## config.mk

```make
export PLATFORM = sky130hd
export DESIGN_NAME = ppm_image_stream_parser
export DESIGN_NICKNAME = d
export VERILOG_FILES = /design/src/rtl/core/ppm_pkg.sv /design/src/rtl/core/ppm_number_reader.sv /design/src/rtl/core/ppm_parser_core.sv /design/src/rtl/core/ppm_image_stream_parser.sv
export SDC_FILE = /design/constraint.sdc
export NUM_CORES = 1
export LEC_CHECK = 0
export BUFFER_PORTS_ARGS = -buffer_cell sky130_fd_sc_hd__buf_2
export CORE_MARGIN = 5
export CORE_UTILIZATION = 38
export DETAILED_ROUTE_END_ITERATION = 6
export HOLD_SLACK_MARGIN = 0.05
export MAX_ROUTING_LAYER = met4
export SKIP_LAST_GASP = 1
export SLEW_MARGIN = 10
export SYNTH_ARGS = -nofsm -noshare
export SYNTH_HDL_FRONTEND = slang
export SYNTH_SLANG_ARGS = --single-unit
```

## constraint.sdc

```tcl
create_clock -name clk -period 6.38 [get_ports clk]
set_input_delay 0.319 -clock clk [delete_from_list [all_inputs] [get_ports clk]]
set_output_delay 0.319 -clock clk [all_outputs]
set_load 0.1 [all_outputs]
```

## src/rtl/core/ppm_pkg.sv

```systemverilog
// Package for the PPM image stream parser: parse phases, character codes,
// result kinds, error codes and the structs passed between the parser modules.
// Depends on nothing; every RTL file of the parser refers to it by scoped names.
`default_nettype none

package ppm_pkg;

	// Largest accepted width or height, and the limit after capping at the
	// range of the row and column fields.
	localparam int MAX_DIM   = 4096;
	localparam int DIM_LIMIT = (MAX_DIM < 4096) ? MAX_DIM : 4096;

	localparam int DIM_W = 13;
	localparam int POS_W = 12;
	localparam int ACC_W = 24;
	localparam int NV_W  = ACC_W + 4;

	localparam logic [ACC_W-1:0] ACC_MAX   = 24'hFF_FFFF;
	localparam logic [ACC_W-1:0] ACC_DIV10 = ACC_MAX / 10;
	localparam logic [ACC_W-1:0] DIM_MAX   = ACC_W'(DIM_LIMIT);
	localparam logic [ACC_W-1:0] MAXVAL_FULL = 24'd255;

	// Character codes.
	localparam logic [7:0] CH_P     = 8'h50;
	localparam logic [7:0] CH_3     = 8'h33;
	localparam logic [7:0] CH_6     = 8'h36;
	localparam logic [7:0] CH_0     = 8'h30;
	localparam logic [7:0] CH_9     = 8'h39;
	localparam logic [7:0] CH_HASH  = 8'h23;
	localparam logic [7:0] CH_SPACE = 8'h20;
	localparam logic [7:0] CH_TAB   = 8'h09;
	localparam logic [7:0] CH_CR    = 8'h0D;
	localparam logic [7:0] CH_LF    = 8'h0A;

	// Result kinds.
	localparam logic [1:0] KIND_PIXEL  = 2'd0;
	localparam logic [1:0] KIND_HEADER = 2'd1;
	localparam logic [1:0] KIND_ERROR  = 2'd2;

	// Error codes.
	localparam logic [1:0] ERR_NONE  = 2'd0;
	localparam logic [1:0] ERR_MAGIC = 2'd1;
	localparam logic [1:0] ERR_CHAR  = 2'd2;
	localparam logic [1:0] ERR_RANGE = 2'd3;

	typedef enum logic [2:0] {
		PH_MAGIC1 = 3'd0,
		PH_MAGIC2 = 3'd1,
		PH_WIDTH  = 3'd2,
		PH_HEIGHT = 3'd3,
		PH_MAXVAL = 3'd4,
		PH_PIXELS = 3'd5,
		PH_STOP   = 3'd6
	} phase_t;

	typedef enum logic [1:0] {
		NUM_NONE     = 2'd0,
		NUM_DONE     = 2'd1,
		NUM_BADCHAR  = 2'd2,
		NUM_OVERFLOW = 2'd3
	} num_status_t;

	// State of the decimal number reader.
	typedef struct packed {
		logic             in_comment;
		logic             got_digit;
		logic [ACC_W-1:0] accumulator;
		logic             accum_overflow;
	} num_state_t;

	// Complete parser state; the all-zero value is the state after reset.
	typedef struct packed {
		phase_t           phase;
		logic             binary_mode;
		num_state_t       num;
		logic [DIM_W-1:0] width;
		logic [DIM_W-1:0] height;
		logic [POS_W-1:0] column_count;
		logic [POS_W-1:0] line_count;
		logic [1:0]       channel_index;
		logic [7:0]       red_hold;
		logic [7:0]       green_hold;
	} core_state_t;

	localparam core_state_t STATE_CLEAR = '0;

	// One result item.
	typedef struct packed {
		logic [1:0]       kind;
		logic [7:0]       red;
		logic [7:0]       green;
		logic [7:0]       blue;
		logic [POS_W-1:0] row;
		logic [POS_W-1:0] column;
		logic [DIM_W-1:0] image_width;
		logic [DIM_W-1:0] image_height;
		logic             maxval_is_255;
		logic [1:0]       error_code;
		logic             last;
	} result_t;

endpackage

`default_nettype wire

```

## src/rtl/core/ppm_number_reader.sv

```systemverilog
// Decimal number reader of the PPM parser: digits, comments, whitespace.
// Purely combinational; depends on ppm_pkg.
`default_nettype none

module ppm_number_reader (
	input  wire logic [7:0]                 data_byte,
	input  wire ppm_pkg::num_state_t        cur,
	output ppm_pkg::num_status_t            status,
	output logic [ppm_pkg::ACC_W-1:0]       value,
	output ppm_pkg::num_state_t             nxt
);

	logic                      is_digit;
	logic                      is_space;
	logic [ppm_pkg::NV_W-1:0]  acc_wide;
	logic [ppm_pkg::NV_W-1:0]  times_ten;
	logic                      too_big;

	assign is_digit = data_byte inside {[ppm_pkg::CH_0:ppm_pkg::CH_9]};
	assign is_space = data_byte inside {ppm_pkg::CH_SPACE, ppm_pkg::CH_TAB,
		ppm_pkg::CH_CR, ppm_pkg::CH_LF};

	// acc * 10 + digit as two shifts and two adds.
	assign acc_wide  = {4'b0000, cur.accumulator};
	assign times_ten = (acc_wide << 3) + (acc_wide << 1) + {24'd0, data_byte[3:0]};
	assign too_big   = (cur.accumulator > ppm_pkg::ACC_DIV10) ||
		(times_ten > {4'b0000, ppm_pkg::ACC_MAX});

	always_comb begin
		nxt    = cur;
		status = ppm_pkg::NUM_NONE;
		value  = cur.accumulator;
		if (cur.in_comment) begin
			if (data_byte == ppm_pkg::CH_LF) begin
				nxt.in_comment = 1'b0;
			end
		end else if (is_digit) begin
			nxt.accumulator    = too_big ? ppm_pkg::ACC_MAX : times_ten[ppm_pkg::ACC_W-1:0];
			nxt.accum_overflow = cur.accum_overflow | too_big;
			nxt.got_digit      = 1'b1;
		end else if (data_byte == ppm_pkg::CH_HASH) begin
			nxt.in_comment = 1'b1;
		end else if (is_space) begin
			if (cur.got_digit) begin
				status = cur.accum_overflow ? ppm_pkg::NUM_OVERFLOW : ppm_pkg::NUM_DONE;
				nxt.accumulator    = '0;
				nxt.got_digit      = 1'b0;
				nxt.accum_overflow = 1'b0;
			end
		end else begin
			status = ppm_pkg::NUM_BADCHAR;
		end
	end

endmodule

`default_nettype wire

```

## src/rtl/core/ppm_parser_core.sv

```systemverilog
// Parser state registers of the PPM parser and the per-byte update logic that
// decides the next state and the result of one byte. Depends on ppm_pkg and
// ppm_number_reader.
`default_nettype none

module ppm_parser_core (
	input  wire logic             clk,
	input  wire logic             arst_n,
	input  wire logic             en,
	input  wire logic [7:0]       data_byte,
	input  wire logic             start_of_file,
	output logic                  has_result,
	output ppm_pkg::result_t      result
);

	ppm_pkg::core_state_t  state_q;
	ppm_pkg::core_state_t  cur;
	ppm_pkg::core_state_t  nxt;

	ppm_pkg::num_status_t            num_status;
	logic [ppm_pkg::ACC_W-1:0]       num_value;
	ppm_pkg::num_state_t             num_next;

	logic                            num_error;
	logic                            dim_too_big;
	logic [7:0]                      sample;
	logic                            sample_ready;
	logic [ppm_pkg::DIM_W-1:0]       col_plus;
	logic [ppm_pkg::DIM_W-1:0]       line_plus;
	logic [ppm_pkg::DIM_W-1:0]       row_full;
	logic                            row_wrap;
	logic                            final_pixel;
	logic                            empty_image;

	// A restart clears everything before the byte is looked at.
	assign cur = start_of_file ? ppm_pkg::STATE_CLEAR : state_q;

	ppm_number_reader u_number (
		.data_byte (data_byte),
		.cur       (cur.num),
		.status    (num_status),
		.value     (num_value),
		.nxt       (num_next)
	);

	assign num_error   = (num_status == ppm_pkg::NUM_BADCHAR) ||
		(num_status == ppm_pkg::NUM_OVERFLOW);
	assign dim_too_big = num_value > ppm_pkg::DIM_MAX;
	assign sample      = cur.binary_mode ? data_byte : num_value[7:0];
	assign sample_ready = cur.binary_mode || (num_status == ppm_pkg::NUM_DONE);

	assign col_plus    = {1'b0, cur.column_count} + 13'd1;
	assign line_plus   = {1'b0, cur.line_count} + 13'd1;
	assign row_full    = cur.height - 13'd1 - {1'b0, cur.line_count};
	assign row_wrap    = col_plus >= cur.width;
	assign final_pixel = (line_plus >= cur.height) && row_wrap;
	assign empty_image = (cur.width == '0) || (cur.height == '0);

	// Next state.
	always_comb begin
		nxt = cur;
		case (cur.phase)
			ppm_pkg::PH_MAGIC1: begin
				nxt.phase = (data_byte == ppm_pkg::CH_P) ? ppm_pkg::PH_MAGIC2 : ppm_pkg::PH_STOP;
			end
			ppm_pkg::PH_MAGIC2: begin
				if (data_byte == ppm_pkg::CH_3) begin
					nxt.binary_mode = 1'b0;
					nxt.phase       = ppm_pkg::PH_WIDTH;
				end else if (data_byte == ppm_pkg::CH_6) begin
					nxt.binary_mode = 1'b1;
					nxt.phase       = ppm_pkg::PH_WIDTH;
				end else begin
					nxt.phase = ppm_pkg::PH_STOP;
				end
			end
			ppm_pkg::PH_WIDTH, ppm_pkg::PH_HEIGHT, ppm_pkg::PH_MAXVAL: begin
				nxt.num = num_next;
				if (num_error) begin
					nxt.phase = ppm_pkg::PH_STOP;
				end else if (num_status == ppm_pkg::NUM_DONE) begin
					if (cur.phase == ppm_pkg::PH_MAXVAL) begin
						nxt.column_count  = '0;
						nxt.line_count    = '0;
						nxt.channel_index = '0;
						nxt.phase = empty_image ? ppm_pkg::PH_STOP : ppm_pkg::PH_PIXELS;
					end else if (dim_too_big) begin
						nxt.phase = ppm_pkg::PH_STOP;
					end else if (cur.phase == ppm_pkg::PH_WIDTH) begin
						nxt.width = num_value[ppm_pkg::DIM_W-1:0];
						nxt.phase = ppm_pkg::PH_HEIGHT;
					end else begin
						nxt.height = num_value[ppm_pkg::DIM_W-1:0];
						nxt.phase  = ppm_pkg::PH_MAXVAL;
					end
				end
			end
			ppm_pkg::PH_PIXELS: begin
				if (!cur.binary_mode) begin
					nxt.num = num_next;
				end
				if (!cur.binary_mode && num_error) begin
					nxt.phase = ppm_pkg::PH_STOP;
				end else if (sample_ready) begin
					case (cur.channel_index)
						2'd0: begin
							nxt.red_hold      = sample;
							nxt.channel_index = 2'd1;
						end
						2'd1: begin
							nxt.green_hold    = sample;
							nxt.channel_index = 2'd2;
						end
						default: begin
							nxt.channel_index = 2'd0;
							if (row_wrap) begin
								nxt.column_count = '0;
								nxt.line_count   = line_plus[ppm_pkg::POS_W-1:0];
							end else begin
								nxt.column_count = col_plus[ppm_pkg::POS_W-1:0];
							end
							if (final_pixel) begin
								nxt.phase = ppm_pkg::PH_STOP;
							end
						end
					endcase
				end
			end
			default: begin
			end
		endcase
	end

	// Result of this byte.
	always_comb begin
		has_result = 1'b0;
		result     = '0;
		case (cur.phase)
			ppm_pkg::PH_MAGIC1: begin
				if (data_byte != ppm_pkg::CH_P) begin
					has_result        = 1'b1;
					result.kind       = ppm_pkg::KIND_ERROR;
					result.error_code = ppm_pkg::ERR_MAGIC;
					result.last       = 1'b1;
				end
			end
			ppm_pkg::PH_MAGIC2: begin
				if (!(data_byte inside {ppm_pkg::CH_3, ppm_pkg::CH_6})) begin
					has_result        = 1'b1;
					result.kind       = ppm_pkg::KIND_ERROR;
					result.error_code = ppm_pkg::ERR_MAGIC;
					result.last       = 1'b1;
				end
			end
			ppm_pkg::PH_WIDTH, ppm_pkg::PH_HEIGHT, ppm_pkg::PH_MAXVAL: begin
				if (num_status == ppm_pkg::NUM_BADCHAR) begin
					has_result        = 1'b1;
					result.kind       = ppm_pkg::KIND_ERROR;
					result.error_code = ppm_pkg::ERR_CHAR;
					result.last       = 1'b1;
				end else if (num_status == ppm_pkg::NUM_OVERFLOW) begin
					has_result        = 1'b1;
					result.kind       = ppm_pkg::KIND_ERROR;
					result.error_code = ppm_pkg::ERR_RANGE;
					result.last       = 1'b1;
				end else if (num_status == ppm_pkg::NUM_DONE) begin
					if (cur.phase == ppm_pkg::PH_MAXVAL) begin
						has_result           = 1'b1;
						result.kind          = ppm_pkg::KIND_HEADER;
						result.image_width   = cur.width;
						result.image_height  = cur.height;
						result.maxval_is_255 = (num_value == ppm_pkg::MAXVAL_FULL);
						result.last          = empty_image;
					end else if (dim_too_big) begin
						has_result        = 1'b1;
						result.kind       = ppm_pkg::KIND_ERROR;
						result.error_code = ppm_pkg::ERR_RANGE;
						result.last       = 1'b1;
					end
				end
			end
			ppm_pkg::PH_PIXELS: begin
				if (!cur.binary_mode && num_status == ppm_pkg::NUM_BADCHAR) begin
					has_result        = 1'b1;
					result.kind       = ppm_pkg::KIND_ERROR;
					result.error_code = ppm_pkg::ERR_CHAR;
					result.last       = 1'b1;
				end else if (!cur.binary_mode && num_status == ppm_pkg::NUM_OVERFLOW) begin
					has_result        = 1'b1;
					result.kind       = ppm_pkg::KIND_ERROR;
					result.error_code = ppm_pkg::ERR_RANGE;
					result.last       = 1'b1;
				end else if (sample_ready && cur.channel_index == 2'd2) begin
					has_result    = 1'b1;
					result.kind   = ppm_pkg::KIND_PIXEL;
					result.red    = cur.red_hold;
					result.green  = cur.green_hold;
					result.blue   = sample;
					result.row    = row_full[ppm_pkg::POS_W-1:0];
					result.column = cur.column_count;
					result.last   = final_pixel;
				end
			end
			default: begin
			end
		endcase
	end

	always_ff @(posedge clk or negedge arst_n) begin
		if (!arst_n) begin
			state_q <= ppm_pkg::STATE_CLEAR;
		end else if (en) begin
			state_q <= nxt;
		end
	end

endmodule

`default_nettype wire

```

## src/rtl/core/ppm_image_stream_parser.sv

```systemverilog
// Top level of the PPM image stream parser: input register, parser core and
// result register with the valid/ready handshakes. Depends on ppm_pkg,
// ppm_parser_core and ppm_number_reader.
//
//   Channel   Direction  Handshake            Payload
//   request   in         in_valid / in_ready  data_byte, start_of_file
//   result    out        out_valid/out_ready  kind, red, green, blue, row, column,
//                                             image_width, image_height,
//                                             maxval_is_255, error_code, last
//
// One byte is taken every cycle while no result stalls; the parse state is
// updated once per byte by the core logic between the input register and the
// result register, which registers a byte's result if it has one.
// Reset clears the handshake state and the parser state at once; there is no
// clearing pass, and the first byte after reset is the first magic byte.
// A stalled result holds the result register, which holds the input register,
// which then drops in_ready; the byte in the input register waits for the
// stalled result to leave even when it has no result of its own.
`default_nettype none

module ppm_image_stream_parser (
	input  wire logic                        clk,
	input  wire logic                        arst_n,
	input  wire logic                        in_valid,
	output logic                             in_ready,
	input  wire logic [7:0]                  data_byte,
	input  wire logic                        start_of_file,
	output logic                             out_valid,
	input  wire logic                        out_ready,
	output logic [1:0]                       kind,
	output logic [7:0]                       red,
	output logic [7:0]                       green,
	output logic [7:0]                       blue,
	output logic [ppm_pkg::POS_W-1:0]        row,
	output logic [ppm_pkg::POS_W-1:0]        column,
	output logic [ppm_pkg::DIM_W-1:0]        image_width,
	output logic [ppm_pkg::DIM_W-1:0]        image_height,
	output logic                             maxval_is_255,
	output logic [1:0]                       error_code,
	output logic                             last
);

	// Input register.
	logic              valid_s1;
	logic [7:0]        data_byte_s1;
	logic              start_s1;

	// Result register.
	logic              out_valid_q;
	ppm_pkg::result_t  result_q;

	logic              in_fire;
	logic              advance;
	logic              has_result;
	ppm_pkg::result_t  result;

	// The byte in the input register is processed whenever the result
	// register is free or being emptied in this cycle.
	assign advance  = valid_s1 && (!out_valid_q || out_ready);
	assign in_ready = !valid_s1 || advance;
	assign in_fire  = in_valid && in_ready;

	always_ff @(posedge clk or negedge arst_n) begin
		if (!arst_n) begin
			valid_s1 <= 1'b0;
		end else if (in_fire) begin
			valid_s1 <= 1'b1;
		end else if (advance) begin
			valid_s1 <= 1'b0;
		end
	end

	always_ff @(posedge clk) begin
		if (in_fire) begin
			data_byte_s1 <= data_byte;
			start_s1     <= start_of_file;
		end
	end

	ppm_parser_core u_core (
		.clk           (clk),
		.arst_n        (arst_n),
		.en            (advance),
		.data_byte     (data_byte_s1),
		.start_of_file (start_s1),
		.has_result    (has_result),
		.result        (result)
	);

	always_ff @(posedge clk or negedge arst_n) begin
		if (!arst_n) begin
			out_valid_q <= 1'b0;
		end else if (advance) begin
			out_valid_q <= has_result;
		end else if (out_ready) begin
			out_valid_q <= 1'b0;
		end
	end

	always_ff @(posedge clk) begin
		if (advance && has_result) begin
			result_q <= result;
		end
	end

	assign out_valid     = out_valid_q;
	assign kind          = result_q.kind;
	assign red           = result_q.red;
	assign green         = result_q.green;
	assign blue          = result_q.blue;
	assign row           = result_q.row;
	assign column        = result_q.column;
	assign image_width   = result_q.image_width;
	assign image_height  = result_q.image_height;
	assign maxval_is_255 = result_q.maxval_is_255;
	assign error_code    = result_q.error_code;
	assign last          = result_q.last;

`ifndef SYNTHESIS
	// A waiting result must never be overwritten by the next byte.
	a_no_overwrite: assert property (@(posedge clk) disable iff (!arst_n)
		out_valid_q && !out_ready |-> !advance)
		else $error("byte processed while a result is stalled");

	// Every error ends the stream.
	a_error_last: assert property (@(posedge clk) disable iff (!arst_n)
		out_valid_q && kind == ppm_pkg::KIND_ERROR |-> last)
		else $error("error result without last");

	// Error codes appear on error results only, and always on them.
	a_error_code: assert property (@(posedge clk) disable iff (!arst_n)
		out_valid_q |-> ((kind == ppm_pkg::KIND_ERROR) == (error_code != ppm_pkg::ERR_NONE)))
		else $error("error code does not match result kind");

	// A byte may be taken while the input register is full only when the byte in it leaves.
	a_stage_flow: assert property (@(posedge clk) disable iff (!arst_n)
		in_fire && valid_s1 |-> advance)
		else $error("input register overrun");
`endif

endmodule

`default_nettype wire

```

; ---- Word-level counts from Yosys, hierarchy flattened
; Index checks and enable logic that the tools add are counted.
; W data, S select, Z words.
[word_totals]
reg_bits = 190
out_inout_bits = 82
inputBits = 13
wordCells = 189
[classes]
muxes = 92
bitwise_logic = 6
n_eq_ne = 20
n_reduce_logical = 30
add_sub_neg = 6
n_lt_le_gt_ge = 7
[op_table]
columns = operator, n
row1 = $mux W26, 8
row2 = $mux W52, 2
row3 = $mux W99, 1
row4 = $mux W42, 2
row5 = $pmux W27 S2, 1
row6 = $pmux W26 S2, 1
row7 = $mux W24, 2
row8 = $mux W3, 16
row9 = $mux W2, 20
row10 = $eq A8 B6 Y1 const B, 4
row11 = $add A27 B25 Y28, 1
row12 = $add A28 B4 Y28, 1
row13 = $gt A28 B24 Y1 const B, 1
row14 = $mux W27, 1
row15 = $add A12 B1 Y13 const B, 2
row16 = $ge A13 B13 Y1, 2
row17 = $logic_not A13 Y1, 2
row18 = $mux W13, 2
row19 = $mux W25, 1
row20 = $eq A24 B8 Y1 const B, 1
row21 = $eq A8 B4 Y1 const B, 3
row22 = $gt A24 B13 Y1 const B, 1
row23 = $gt A24 B21 Y1 const B, 1
row24 = $mux W12, 2
row25 = other kinds (32), 83

; ---- Depth between registers and ports, before layout
[depth]
depth_word = 15
mapped_depth = 23
ltp_nobuf = 17

; ---- Cells and area by module
; Synthesis repeated with hierarchy kept, for this count alone.
[unflattened]
cells_unflattened = 1271
area_unflattened_um2 = 12436.9
[modules_own_cells]
columns = module, instances, cells_each, area_each_um2, seq_area_each_um2
row1 = ppm_parser_core, 1, 810, 6993.0, 2477.4
row2 = ppm_image_stream_parser, 1, 99, 2783.9, 2722.6
row3 = ppm_number_reader, 1, 362, 2660.1, 0.0

; ---- Least setup slack after synthesis
; Ideal clock, no wire load.
[synth_path]
kind = reg-to-reg
from = reg start_s1
to = reg u_core.state_q[85] in the netlist's numbering
arrival_time_ns = 4.923
required_time_ns = 6.244
stages_incl_launch_ff = 21
synth_period_minus_slack_ns = 5.059
setup_ns = 0.136
n_path_buf = 9
path_slack_ns = 1.321
path_cell_list = edfxtp_1 -> buf_2 -> buf_2 -> clkbuf_1 -> clkbuf_1 -> buf_1 -> clkbuf_1 -> clkbuf_1 -> nor2b_1 -> ha_1 -> fa_1 -> a211oi_1 -> o21a_1 -> or3_4 -> a2111oi_4 -> or3_2 -> a211o_1 -> buf_6 -> buf_8 -> a211oi_2 -> nor3_1
[synth_between]
elab_chain_len = 10
elab_cells_between_ends = 19
cone_classes = add/sub: 2 / order compare: 2 / eq/ne: 4 / mux: 9 / reduce/logical: 2
[synth_lines]
columns = item, line_no
row1 = start: declaration, ppm_image_stream_parser.sv:46  ; logic start_s1;
row2 = start signal: assignment, ppm_image_stream_parser.sv:76  ; start_s1 <= start_of_file;
row3 = $mux W99 (*), ppm_parser_core.sv:36  ; assign cur = start_of_file ? ppm_pkg::STATE_CLEAR : state_q;
row4 = $add A27 B25 Y28, ppm_number_reader.sv:25  ; assign times_ten = (acc_wide << 3) + (acc_wide << 1) + {24'd0, data_byte[3:0]};
row5 = $add A28 B4 Y28, ppm_number_reader.sv:25
row6 = $gt A28 B24 Y1, ppm_number_reader.sv:27  ; (times_ten > {4'b0000, ppm_pkg::ACC_MAX});
row7 = $logic_or A1 B1 Y1, ppm_number_reader.sv:26  ; assign too_big = (cur.accumulator > ppm_pkg::ACC_DIV10) ||
row8 = $mux W24, ppm_number_reader.sv:38  ; nxt.accumulator = too_big ? ppm_pkg::ACC_MAX : times_ten[ppm_pkg::ACC_W-1:0];
row9 = $mux W26, ppm_number_reader.sv:37  ; end else if (is_digit) begin
row10 = $mux W26, ppm_number_reader.sv:33  ; if (cur.in_comment) begin
row11 = $mux W27, ppm_parser_core.sv:99  ; if (!cur.binary_mode) begin
row12 = $pmux W27 S2 (*), ppm_parser_core.sv:62  ; case (cur.phase)
row13 = end signal: assignment, ppm_parser_core.sv:211  ; state_q <= ppm_pkg::STATE_CLEAR;
row14 = end signal: assignment, ppm_parser_core.sv:213  ; state_q <= nxt;
row15 = end: declaration, ppm_parser_core.sv:16  ; ppm_pkg::core_state_t state_q;
; Every way passes the cells marked *; elsewhere a longest branch is shown, timed or not.
; A chain may end at the register's enable or synchronous reset.

==> summary.txt <==
Outcome
  – Outcome: complete, no violations

Yosys
  – Number of synthesized flops with an enable pin: 89
  – Area contributors post-synth: edfxtp_1, dfrtp_1, ha_1
  – YS warnings: 0
  – Synth Net Count: 1,398
  – Post-Syn Area: 12,360 um^2
  – Yosys top cell by area: edfxtp_1
  – Synth Instances: 1,297
  – Synth async-reset ratio: 53.16%
  – Dominant synthesized flop cell: dfrtp_1
  – Seq/Total Area, Yosys: 42.06%
  – Synth top area share: 21.62%
  – Avg Cell Area, Syn: 9.533 um^2
  – #FFs+latches synth: 190
  – Cell variety after synth: 86

Critical path
  – Worst Setup Start Kind: register
  – CP required: 6760 ps
  – CP Class: register to register
  – Arr. time, crit path: 5410 ps
  – Critical Path Start: start_s1$_DFFE_PP_
  – Largest fanout on the critical path: 24
  – R2r startpoint: start_s1$_DFFE_PP_
  – Setup crit end kind: register

Drt
  – Post-route ant nets: 0
  – Vias per inst: 5.651
  – DR WL/cell: 18.71 um
  – Post-route DRC: 0
  – WL final: 34.01 mm
  – Via count: 10,270
  – DR iter-0 viols: 858
  – Pre-Repair DR Iteration Count: 5

Timing
  – Highest Clock Rate: 198.5 MHz
  – RSZ-0062 raised after global routing: false
  – Slew @ Worst Pin: 1288 ps
  – Final period utilization: 78.97%
  – # setup viols final: 0
  – Final Skew: 13.11 ps
  – Final setup margin: 1342 ps
  – TNS Setup: 0 ps
  – Final Hold Viols: 0
  – Period minus WS final: 5038 ps
  – Max transition margin: 11.93%
  – Slew Viols, Final: 0

CTS
  – Clock Latency Late Sink: 440 ps
  – Post-CTS Setup Repair Bufs: 0
  – Clock root buffer: clkbuf_16
  – Cts repair resizes: 0
  – Max clock buf depth: 2
  – Clock transition at path regs: 80 ps
  – CTS HTree Levels: 4
  – CTS Buf Count: 17
  – Clock Sinks: 190
  – TritonCTS clock tree: built

Flow run
  – Max Cap Viol: 0

Placement
  – Dpl ws: 1470 ps
  – Placer Congestion: 0.9214
  – Dpl hpwl: 24.80 mm
  – Post-Place Cells: 1,777
  – Port Buffers: 94

Final layout
  – Layout Utilization: 42.84%
  – Syn-to-layout area delta: 12.16%
  – Layout Nets: 1,464
  – Filler cell count: 3,199
  – Share of cells above drive strength 1: 12.35%
  – Antenna diodes: 0
  – Final Instance Count excl. Fillers: 1,818

Min path
  – HP Class: input pin to register
  – Worst Min Path Start: in_valid

Die
  – Die Span X: 190.4 um
  – Ports: 95
  – Row count: 66
  – Die height: 190.4 um
  – Initial Util: 38.20%
  – Die area: 36,240 um^2
  – Core Region: 32,370 um^2

Global route
  – First-pass GRT wire length: 54.00 mm
  – Global Route Usage Sum: 19.07%
  – Initial antenna violation count: 0
  – Vias in the first global route: 9,741
  – Grt total ovfl: 0
  – Largest net degree at the start of global routing: 91

Pwr
  – Leakage power: 5.908 nW
  – Worst vdd ir: 0.0001924 V
  – PD cells: 285.4 nW/um^2
[critical path: stages, from the launching register on]
cell	delay, ps
edfxtp_1	530
buf_4	270
nor2b_1	240
ha_1	220
and3_1	200
and3_1	200
nand3_1	140
nor2_1	190
nand2_1	120
xnor2_1	210
ha_1	270
a21o_1	190
a21o_1	180
a2111oi_0	440
o211ai_1	180
and2_1	190
nor3_1	810
a22o_1	240
a22o_1	120
[cells by family (layout without fill, tap and decap cells)]
logic type	Yosys count	after routing	share of synthesized area, %
flops	190	190	42.06
simple gates	499	499	20.95
xor+xnor	47	47	3.329
mux	11	11	0.8905
fa+ha+maj	88	88	9.027
buf+inv	99	178	3.279
compound gates	363	363	20.47
[per-stage QoR]
| stage | area (um^2) | hold WS, ps | power (mW) |
|---|---|---|---|
| CTS | 13870 | 63.05 | 3.978 |
| floorplan | 12360 | 23.41 | 2.712 |
| global placement | 13240 | 378.8 | 2.971 |
| global route | 13870 | 83.03 | 4.109 |
| detailed placement | 13240 | 376.6 | 2.976 |
| finish | 13870 | 81.18 | 3.958 |
[cell usage in the layout (no fill, tap or decap), drive strengths merged, types with 6 or more instances in the layout]
cell,Yosys,final
and3,29,29
or2,8,8
a211oi,24,24
o31ai,7,7
a31oi,10,10
clkinv,0,6
a21oi,72,72
edfxtp,89,89
o21bai,6,6
mux2i,11,11
and2,38,38
dfrtp,101,101
xor2,19,19
a2111oi,6,6
nand2,89,89
buf,14,108
o211ai,12,12
a32o,9,9
nand2b,49,49
nand3,25,25
a22oi,30,30
clkbuf,56,18
xnor2,28,28
nor4,12,12
dlygate4sd3,0,9
a22o,25,25
nor2b,44,44
inv,29,33
nor3,43,43
nand4,16,16
o21ai,82,82
nor2,117,117
a21o,30,30
or3,9,9
ha,86,86
[synth_stat cells, types with 12 or more instances]
library cell / instances
a211oi_1: 18
a21o_1: 30
a21oi_1: 69
a22o_1: 25
a22oi_1: 30
and2_1: 37
and3_1: 29
clkbuf_1: 56
dfrtp_1: 101
edfxtp_1: 89
ha_1: 86
inv_1: 29
nand2_1: 89
nand2b_1: 49
nand3_1: 25
nand4_1: 16
nor2_1: 116
nor2b_1: 44
nor3_1: 41
o211ai_1: 12
o21ai_0: 75
xnor2_1: 28
xor2_1: 19
[per-layer routing]
layer  part of all wire [%]  vias to the layer above  GRT usage, %
li1                       -                     4947             -
met1                     46                     4980         25.43
met2                     48                      301         30.78
met3                    4.4                       45         2.252
met4                    2.0                        0         5.691
met5                      0                        -             -
[path summary, 6_finish.rpt]
| kind | endpoint | cells past startpoint | slack [ps] |
|---|---|---|---|
| hold reg to reg | u_core.state_q[25]$_DFFE_PN0P_ | 2 | 480 |
| setup reg to reg | u_core.state_q[31]$_DFFE_PN0P_ | 18 | 1340 |
| hold / removal | valid_s1$_DFFE_PN0P_ | 2 | 80 |
| min in group asynchronous | u_core.state_q[23]$_DFFE_PN0P_ | 2 | 450 |
| setup / recovery | u_core.state_q[31]$_DFFE_PN0P_ | 18 | 1340 |
| max in group asynchronous | out_valid$_DFFE_PN0P_ | 3 | 4710 |
[report_power, final]
group	switching, mW	internal, mW
Clock	0.498	0.504
Combinational	1.19	0.224
Sequential	0.0905	1.46
Total	1.77	2.18
[flip-flops by register name, summed over array words and instances, names as in the netlist]
name,count
out_valid,1
error_code,2
maxval_is_255,1
image_height,13
last,1
red,8
data_byte_s1,8
start_s1,1
column,12
image_width,13
valid_s1,1
u_core.state_q,99
kind,2
row,12
blue,8
green,8
[layout make-up]
class	instances	area (um^2)	area share (%)
clock buffers	18	429.2	3.095
flip-flops and latches	190	5200	37.50
repair buffers	117	693.2	4.998
inverters	29	108.9	0.7849
well taps	442	553.0	3.988
multi-input cells	1008	6774	48.85
clock inverters	14	110.1	0.7939
[timing repair]
item / in CTS / in global routing
hold buffers: 9 / 0
hold endpoints to repair: 53 / 0
endpoints found under the setup margin: 0 / 0
Power figures use the tool's default switching activity.
